### config.mk
export PLATFORM = sky130hd
export DESIGN_NAME = position_nfa_set_step
export DESIGN_NICKNAME = d
export VERILOG_FILES = /design/src/hw/rtl/pnss_pkg.sv /design/src/hw/rtl/pnss_table.sv /design/src/hw/rtl/position_nfa_set_step.sv
export SDC_FILE = /design/constraint.sdc
export NUM_CORES = 2
export LEC_CHECK = 0
export BUFFER_PORTS_ARGS = -buffer_cell sky130_fd_sc_hd__buf_2
export CAP_MARGIN = 20
export CORE_MARGIN = 4
export CORE_UTILIZATION = 40
export CTS_CLUSTER_DIAMETER = 40
export DETAILED_ROUTE_END_ITERATION = 8
export HOLD_SLACK_MARGIN = 0.05
export PLACE_DENSITY = 0.53
export SLEW_MARGIN = 20
export SYNTH_ARGS = -nofsm -noshare
export SYNTH_HDL_FRONTEND = slang
export SYNTH_HIERARCHICAL = 1
export SYNTH_SLANG_ARGS = --single-unit
### constraint.sdc
create_clock -name i_clk -period 5.7 [get_ports i_clk]
set_input_delay 0 -clock i_clk [delete_from_list [all_inputs] [get_ports i_clk]]
set_output_delay 0 -clock i_clk [all_outputs]
set_load 0.03 [all_outputs]
### src/hw/rtl/pnss_pkg.sv
// Shared types and constants for the position automaton set-step block.
`timescale 1ns / 1ps

package pnss_pkg;

    localparam int SET_W    = 32;
    localparam int SYM_W    = 8;
    localparam int IDX_W    = 5;
    localparam int FINAL_W  = 5;
    localparam int CFG_IDX_W = 1;
    localparam int IN_DATA_W  = 64;
    localparam int IN_USER_W  = 2;
    localparam int OUT_DATA_W = 40;

    typedef enum logic [1:0] {
        ACT_ADVANCE = 2'd0,
        ACT_RESTART = 2'd1,
        ACT_ROW     = 2'd2,
        ACT_LABEL   = 2'd3
    } t_action;

    localparam logic [CFG_IDX_W-1:0] CFG_START = 1'd0;
    localparam logic [CFG_IDX_W-1:0] CFG_FINAL = 1'd1;

    // Empty label: low above high.
    localparam logic [SYM_W-1:0] LABEL_LO_RST = 8'hFF;
    localparam logic [SYM_W-1:0] LABEL_HI_RST = 8'h00;

    typedef struct packed {
        logic             row_we;
        logic             lbl_we;
        logic [IDX_W-1:0] addr;
        logic [SET_W-1:0] row;
        logic [SYM_W-1:0] lo;
        logic [SYM_W-1:0] hi;
    } t_tbl_wr;

    typedef struct packed {
        logic [SET_W-1:0] row;
        logic [SYM_W-1:0] lo;
        logic [SYM_W-1:0] hi;
    } t_tbl_rd;

endpackage

### src/hw/rtl/pnss_table.sv
// Follow-row and label memories with per-entry valid bits and a registered read port.
`timescale 1ns / 1ps

module pnss_table
    import pnss_pkg::*;
#(
    parameter int DEPTH = 32
) (
    input  logic                       i_clk,
    input  logic                       i_rst_n,
    input  t_tbl_wr                    i_wr,
    input  logic [$clog2(DEPTH)-1:0]   i_raddr,
    output t_tbl_rd                    o_rd
);

    localparam int AW = $clog2(DEPTH);

    logic [SET_W-1:0]   r_row_mem [DEPTH];
    logic [2*SYM_W-1:0] r_lbl_mem [DEPTH];
    logic [DEPTH-1:0]   r_row_vld;
    logic [DEPTH-1:0]   r_lbl_vld;

    logic [SET_W-1:0]   r_row_q;
    logic [2*SYM_W-1:0] r_lbl_q;
    logic               r_row_vq;
    logic               r_lbl_vq;

    logic [AW-1:0] w_waddr;
    assign w_waddr = i_wr.addr[AW-1:0];

    always_ff @(posedge i_clk) begin
        if (i_wr.row_we) begin
            r_row_mem[w_waddr] <= i_wr.row;
        end
        if (i_wr.lbl_we) begin
            r_lbl_mem[w_waddr] <= {i_wr.hi, i_wr.lo};
        end
        r_row_q <= r_row_mem[i_raddr];
        r_lbl_q <= r_lbl_mem[i_raddr];
    end

    always_ff @(posedge i_clk) begin
        if (!i_rst_n) begin
            r_row_vld <= '0;
            r_lbl_vld <= '0;
            r_row_vq  <= 1'b0;
            r_lbl_vq  <= 1'b0;
        end else begin
            if (i_wr.row_we) begin
                r_row_vld[w_waddr] <= 1'b1;
            end
            if (i_wr.lbl_we) begin
                r_lbl_vld[w_waddr] <= 1'b1;
            end
            r_row_vq <= r_row_vld[i_raddr];
            r_lbl_vq <= r_lbl_vld[i_raddr];
        end
    end

    // Entries never written read as their reset values.
    assign o_rd.row = r_row_vq ? r_row_q : '0;
    assign o_rd.lo  = r_lbl_vq ? r_lbl_q[SYM_W-1:0] : LABEL_LO_RST;
    assign o_rd.hi  = r_lbl_vq ? r_lbl_q[2*SYM_W-1:SYM_W] : LABEL_HI_RST;

endmodule

### src/hw/rtl/position_nfa_set_step.sv
// Top level: position automaton NFA stepper over a bit set of active states.
//
//  channel  | dir | handshake              | payload
//  ---------+-----+------------------------+------------------------------------------
//  s        | in  | i_s_tvalid/o_s_tready  | tuser: action; tdata: symbol .. label_high
//  m        | out | o_m_tvalid/i_m_tready  | tdata: accepting, is_stuck, active_set
//  cfg      | in  | i_cfg_we               | i_cfg_index, i_cfg_data
//
// An advance sweeps the single table read port one state per cycle, L = min(STATE_COUNT, 32)
// states; the scan state consumes the last registered read into the active set, and the
// done state loads the result once the output is free, raising o_s_tready again with it.
// Restart and table writes go straight to the done state, which loads their result likewise.
// Reset (synchronous, active low) empties the active set and marks all table rows
// unwritten. o_s_tready is low while an item is in work or its result waits to load.
`timescale 1ns / 1ps

module position_nfa_set_step
    import pnss_pkg::*;
#(
    parameter int STATE_COUNT = 32
) (
    input  logic                  i_clk,
    input  logic                  i_rst_n,
    input  logic                  i_s_tvalid,
    output logic                  o_s_tready,
    // [60:53] label_high, [52:45] label_low, [44:13] row_bits,
    // [12:8] state_index, [7:0] symbol
    input  logic [IN_DATA_W-1:0]  i_s_tdata,
    // [1:0] action
    input  logic [IN_USER_W-1:0]  i_s_tuser,
    output logic                  o_m_tvalid,
    input  logic                  i_m_tready,
    // [33:2] active_set, [1] is_stuck, [0] accepting
    output logic [OUT_DATA_W-1:0] o_m_tdata,
    input  logic                  i_cfg_we,
    input  logic [CFG_IDX_W-1:0]  i_cfg_index,
    input  logic [SET_W-1:0]      i_cfg_data
);

    localparam int LIVE  = (STATE_COUNT > SET_W) ? SET_W : STATE_COUNT;
    localparam int AW    = $clog2(LIVE);
    localparam int CNT_W = $clog2(LIVE + 1);
    localparam logic [SET_W-1:0] LIVE_MASK =
        (LIVE >= SET_W) ? '1 : ((SET_W'(1) << LIVE) - SET_W'(1));

    typedef enum logic [1:0] {
        S_IDLE,
        S_SCAN,
        S_DONE
    } t_state;

    t_state            r_state;
    logic [SET_W-1:0]  r_active;
    logic [SET_W-1:0]  r_start;
    logic [FINAL_W-1:0] r_final;
    logic [SYM_W-1:0]  r_sym;
    logic [SET_W-1:0]  r_acc;
    logic [CNT_W-1:0]  r_cnt;
    logic              r_rd_v;
    logic [AW-1:0]     r_rd_q;
    logic              r_out_valid;
    logic              r_out_acc;
    logic              r_out_stuck;
    logic [SET_W-1:0]  r_out_set;

    // Input fields
    t_action           w_action;
    logic [SYM_W-1:0]  w_symbol;
    logic [IDX_W-1:0]  w_idx;
    logic [SET_W-1:0]  w_row;
    logic [SYM_W-1:0]  w_lo;
    logic [SYM_W-1:0]  w_hi;

    assign w_action = t_action'(i_s_tuser[1:0]);
    assign w_symbol = i_s_tdata[7:0];
    assign w_idx    = i_s_tdata[12:8];
    assign w_row    = i_s_tdata[44:13];
    assign w_lo     = i_s_tdata[52:45];
    assign w_hi     = i_s_tdata[60:53];

    logic w_accept;
    logic w_idx_ok;
    logic w_out_free;
    logic w_final_ok;
    logic w_hit;
    logic w_last;
    logic [SET_W-1:0] n_acc;
    t_tbl_wr w_wr;
    t_tbl_rd w_rd;

    assign o_s_tready = (r_state == S_IDLE);
    assign w_accept   = i_s_tvalid && o_s_tready;
    assign w_idx_ok   = {1'b0, w_idx} < (IDX_W + 1)'(LIVE);
    assign w_out_free = !r_out_valid || i_m_tready;
    assign w_final_ok = {1'b0, r_final} < (FINAL_W + 1)'(LIVE);

    always_comb begin
        w_wr.row_we = w_accept && (w_action == ACT_ROW) && w_idx_ok;
        w_wr.lbl_we = w_accept && (w_action == ACT_LABEL) && w_idx_ok;
        w_wr.addr   = w_idx;
        w_wr.row    = w_row & LIVE_MASK;
        w_wr.lo     = w_lo;
        w_wr.hi     = w_hi;
    end

    pnss_table #(
        .DEPTH (LIVE)
    ) u_table (
        .i_clk   (i_clk),
        .i_rst_n (i_rst_n),
        .i_wr    (w_wr),
        .i_raddr (r_cnt[AW-1:0]),
        .o_rd    (w_rd)
    );

    // Shared compare unit: one state per cycle against the held symbol.
    assign w_hit  = r_active[r_rd_q] && (r_sym >= w_rd.lo) && (r_sym <= w_rd.hi);
    assign n_acc  = r_acc | (w_hit ? w_rd.row : '0);
    assign w_last = (r_rd_q == AW'(LIVE - 1));

    always_ff @(posedge i_clk) begin
        if (!i_rst_n) begin
            r_state     <= S_IDLE;
            r_active    <= '0;
            r_start     <= '0;
            r_final     <= '0;
            r_cnt       <= '0;
            r_rd_v      <= 1'b0;
            r_out_valid <= 1'b0;
        end else begin
            if (i_cfg_we) begin
                case (i_cfg_index)
                    CFG_START: r_start <= i_cfg_data;
                    CFG_FINAL: r_final <= i_cfg_data[FINAL_W-1:0];
                    default: ;
                endcase
            end

            if (r_out_valid && i_m_tready) begin
                r_out_valid <= 1'b0;
            end

            r_rd_v <= 1'b0;

            case (r_state)
                S_IDLE: begin
                    if (i_s_tvalid) begin
                        case (w_action)
                            ACT_ADVANCE: begin
                                r_sym   <= w_symbol;
                                r_acc   <= '0;
                                r_cnt   <= '0;
                                r_state <= S_SCAN;
                            end
                            ACT_RESTART: begin
                                r_active <= r_start & LIVE_MASK;
                                r_state  <= S_DONE;
                            end
                            default: begin
                                r_state <= S_DONE;
                            end
                        endcase
                    end
                end
                S_SCAN: begin
                    if (r_cnt < CNT_W'(LIVE)) begin
                        r_cnt  <= r_cnt + CNT_W'(1);
                        r_rd_v <= 1'b1;
                        r_rd_q <= r_cnt[AW-1:0];
                    end
                    if (r_rd_v) begin
                        if (w_last) begin
                            r_active <= n_acc & LIVE_MASK;
                            r_state  <= S_DONE;
                        end else begin
                            r_acc <= n_acc;
                        end
                    end
                end
                S_DONE: begin
                    if (w_out_free) begin
                        r_out_valid <= 1'b1;
                        r_out_acc   <= w_final_ok && r_active[r_final];
                        r_out_stuck <= (r_active == '0);
                        r_out_set   <= r_active;
                        r_state     <= S_IDLE;
                    end
                end
                default: begin
                    r_state <= S_IDLE;
                end
            endcase
        end
    end

    assign o_m_tvalid = r_out_valid;
    assign o_m_tdata  = {6'd0, r_out_set, r_out_stuck, r_out_acc};

    // No state outside the live range ever becomes active.
    a_active_masked: assert property (@(posedge i_clk) disable iff (!i_rst_n)
        (r_active & ~LIVE_MASK) == '0)
        else $error("active set holds states beyond the live range");

    // The last table read of a sweep ends the scan.
    a_scan_ends: assert property (@(posedge i_clk) disable iff (!i_rst_n)
        (r_state == S_SCAN && r_rd_v && w_last) |=> (r_state == S_DONE))
        else $error("scan did not end after the last state");

    // A result is loaded whenever the done state finds the output free.
    a_done_loads: assert property (@(posedge i_clk) disable iff (!i_rst_n)
        (r_state == S_DONE && w_out_free) |=> (o_m_tvalid && r_out_set == $past(r_active)))
        else $error("result not loaded from the active set");

    // An accepting result never reports an empty set.
    a_acc_not_stuck: assert property (@(posedge i_clk) disable iff (!i_rst_n)
        o_m_tvalid |-> !(o_m_tdata[0] && o_m_tdata[1]))
        else $error("accepting and stuck both set");

endmodule

==> impl_metrics.yaml <==
synthesis:
  ys_ff_latch: 1808
  synth-async-reset-ratio_pct: 0
  yosysWarningCount: 6
  syn_inst: 3314
  synth_ff_type: "edfxtp_1"
  synth-edff-count: 1615
  avgSynthCellArea_sq_um: 21.1
  synth.cell_area_sq_um: 70000
  yosysUniqueCellTypes: 50
  synth-seq-area-share_pct: 74.8
die:
  chipHeight_microns: 426
  die_area_sq_um: 182000
  core_area_sq_um: 174000
  die_w_microns: 426
  row_count: 153
  ios: 146
  start_util_pct: 40.2
status:
  status: "finished clean"
sta:
  period_needed_ps: 3990
  clock_skew_ps: 68.4
  tns_ps: 0
  slew_headroom_pct: 26.5
  rsz0062_at_grt: "false"
  setup_viol: 0
  finalMaxSlewViolations: 0
  finalCritPeriodShare_pct: 70.0
  hold_viol_final: 0
  hold_ws_ps: 161
  worst_pin_slew_ps: 1100
  max_freq_mhz: 250
clocking:
  clk_latency_ps: 910
  cts.sinks: 1808
  post_cts_buffers: 0
  root_buffer: "clkbuf_16"
  cts_tree: "yes"
  clockBufferDepth: 4
  clk_pin_slew_ps: 50
  htreeDepth: 5
  cts_made_buffers: 289
critical_path:
  r2r.worst_path.cells: 7
  slowest_delay_ps: 1120
  cp-end-kind: "register"
  path_common_cell: "nor2_1"
  worst_ep_arrival_time_ps: 4550
  r2r_setup_slack_ps: 1710
  crit_start: "r_state[1]"
  critPathBufInv: 1
  start_kind: "register"
  crit_family: "simple AND/OR/NAND/NOR gates"
  crit-reg2reg-launch: "r_state[1]"
  worst-setup-path-type: "reg2reg"
  crit_fanout: 20
  timing.rr.end: "u_table/r_row_mem[18][9]"
  crit_cells: 7
  required_ps: 6260
  path_cells: "nor2_1, and2_1, nand2_1, nor2_1, nand3b_1, nor2_4, buf_4"
  critPathSlowestCell: "nor2_4"
  critPathCapture: "u_table/r_row_mem[18][9]"
layout:
  drive_gt1_share_pct: 34.4
  nNetsFinal: 3960
  area_growth_pct: 22.2
  final_common_cell: "edfxtp_1"
  layout_common_cells: "edfxtp_1 (1615), mux4_2 (504), clkbuf_16 (298)"
drt:
  drc: 0
  drt_wl_total_microns: 171000
  vias: 34500
  routedWlPerCell_microns: 26.8
  first_iter_violations: 2830
  firstDrtPassIters: 5
  postRouteAntennaNets: 0
  viasPerCell: 5.41
placement:
  hpwl_microns: 95200
  gp_congestion: 0.760
  portBuffers: 136
grt:
  grt_max_degree: 92
  grt_pass1_wl_microns: 250000
  track_usage_pct: 18.9
  overflow: 0
  grt_pass1_vias: 35900
  grt_antenna_before_repair: 17
power_and_ir_drop:
  ir_worst_vdd_uv: 206
  power_density_nw_per_um2: 378
  p_leak_nw: 26.8
min_path:
  hp-class: "in2reg"
flow_run:
  maxCapViolations: 0
## how the worst min path moves through the flow
stage	from	end	depth (start not counted)
after floorplan	i_s_tdata[0]	r_sym[0]	0
after global placement	i_s_tdata[0]	r_sym[0]	1
after detailed placement	i_s_tdata[1]	r_sym[1]	1
after CTS	i_cfg_index	r_final[1]	5
after global routing	i_s_tdata[17]	u_table/r_row_mem[10][4]	2
final	i_s_tuser[1]	r_state[0]	5
## registers in the layout, summed over array words and instances, names as in the netlist, 5 cells and up
name               count
u_table/r_lbl_q       16
u_table/r_lbl_mem    512
r_final                5
u_table/r_row_mem   1024
r_acc                 32
u_table/r_row_q       32
r_cnt                  6
r_rd_q                 5
r_out_set             32
r_start               32
r_active              32
u_table/r_lbl_vld     32
u_table/r_row_vld     32
r_sym                  8
## what timing repair did
action / in CTS / in global routing
gates resized for setup: 0 / 0
hold buffers: 196 / 0
hold endpoints to repair: 1870 / 0
## through the flow
step / total power [mW] / utilization [%] / setup WS [ps] / cells / instance area, sq um
after floorplan: 15.0 / - / 1870 / 3319 / 70000
after CTS: 32.7 / 49.1 / 1710 / 6374 / 85500
after global placement: 15.3 / 42.5 / 1760 / 5675 / 74000
after detailed placement: 15.3 / 42.5 / 1680 / 5676 / 74000
after global routing: 33.4 / 49.2 / 1590 / 6376 / 85500
final: 32.3 / 49.2 / 1710 / 6381 / 85500
## cells by family (layout without fill, tap and decap cells)
group | count (synthesis) | after routing | synth area share (%)
multiplexers | 582 | 582 | 17.4
XOR/XNOR | 3 | 3 | 0.0375
adder cells (fa/ha/maj) | 17 | 17 | 0.304
other | 1 | 12 | 0.00536
buffers and inverters | 224 | 955 | 1.54
AO/OA/AOI/OAI | 203 | 203 | 2.31
AND/OR/NAND/NOR | 476 | 476 | 3.60
flip-flops | 1808 | 1808 | 74.8
## worst min-delay path, delay by kind of cell
family / cells / cell delay (ps)
and+or+nand+nor: 2 / 150
AOI/OAI and AO/OA: 1 / 130
buffers and inverters: 2 / 680
## final cells by class
class	count	area, sq um
well taps	2325	2910
clock inverters	170	1910
diodes	6	15.0
multi-input cells	1287	17000
flip-flops and latches	1808	52400
clock buffers	332	7640
fillers	14000	88500
repair buffers	437	3650
inverters	16	60.1
## Yosys cell counts (2+ instances only)
library cell,instances,area [sq um]
a211oi_1,3,22.5
nor3_1,33,165
nor3b_1,2,15.0
mux2_2,53,597
or3b_2,3,26.3
buf_4,33,248
nand3b_1,9,67.6
ha_1,17,213
o221a_2,30,338
and2_1,43,269
buf_6,9,101
a21oi_1,11,55.1
nor2_1,81,304
buf_2,22,110
nand4_1,5,31.3
and3_1,5,31.3
o21ai_0,4,20.0
o21a_1,97,728
inv_1,16,60.1
a22oi_1,8,60.1
o221a_1,2,22.5
clkbuf_1,123,462
buf_1,20,75.1
nand2_1,178,668
dfxtp_1,193,3860
nand2b_1,17,106
nor2b_1,8,50.1
nor4b_2,28,420
and4_1,2,17.5
a21boi_0,40,300
nor4_1,9,56.3
nand3_1,45,225
mux4_2,504,11400
a2111oi_0,2,17.5
edfxtp_1,1615,48500
mux2i_1,25,250
xor2_1,2,17.5
nor4b_1,5,43.8
## report_power, final
part	leakage (nW)	internal, mW	switching (mW)
logic	6.02	0.232	0.390
clock network	4.62	11.0	6.15
registers	16.1	14.5	0.0481
total	26.8	25.8	6.58
## per-layer routing
| layer | vias to the layer above | GRT usage, % | wire, microns |
|---|---|---|---|
| li1 | 14800 | - | - |
| met1 | 18400 | 26.7 | 75400 |
| met2 | 1006 | 29.9 | 81600 |
| met3 | 264 | 3.98 | 9990 |
| met4 | 12 | 5.12 | 3650 |
| met5 | - | 0 | 82 |
No activity file was read; power rests on OpenSTA's default activity.
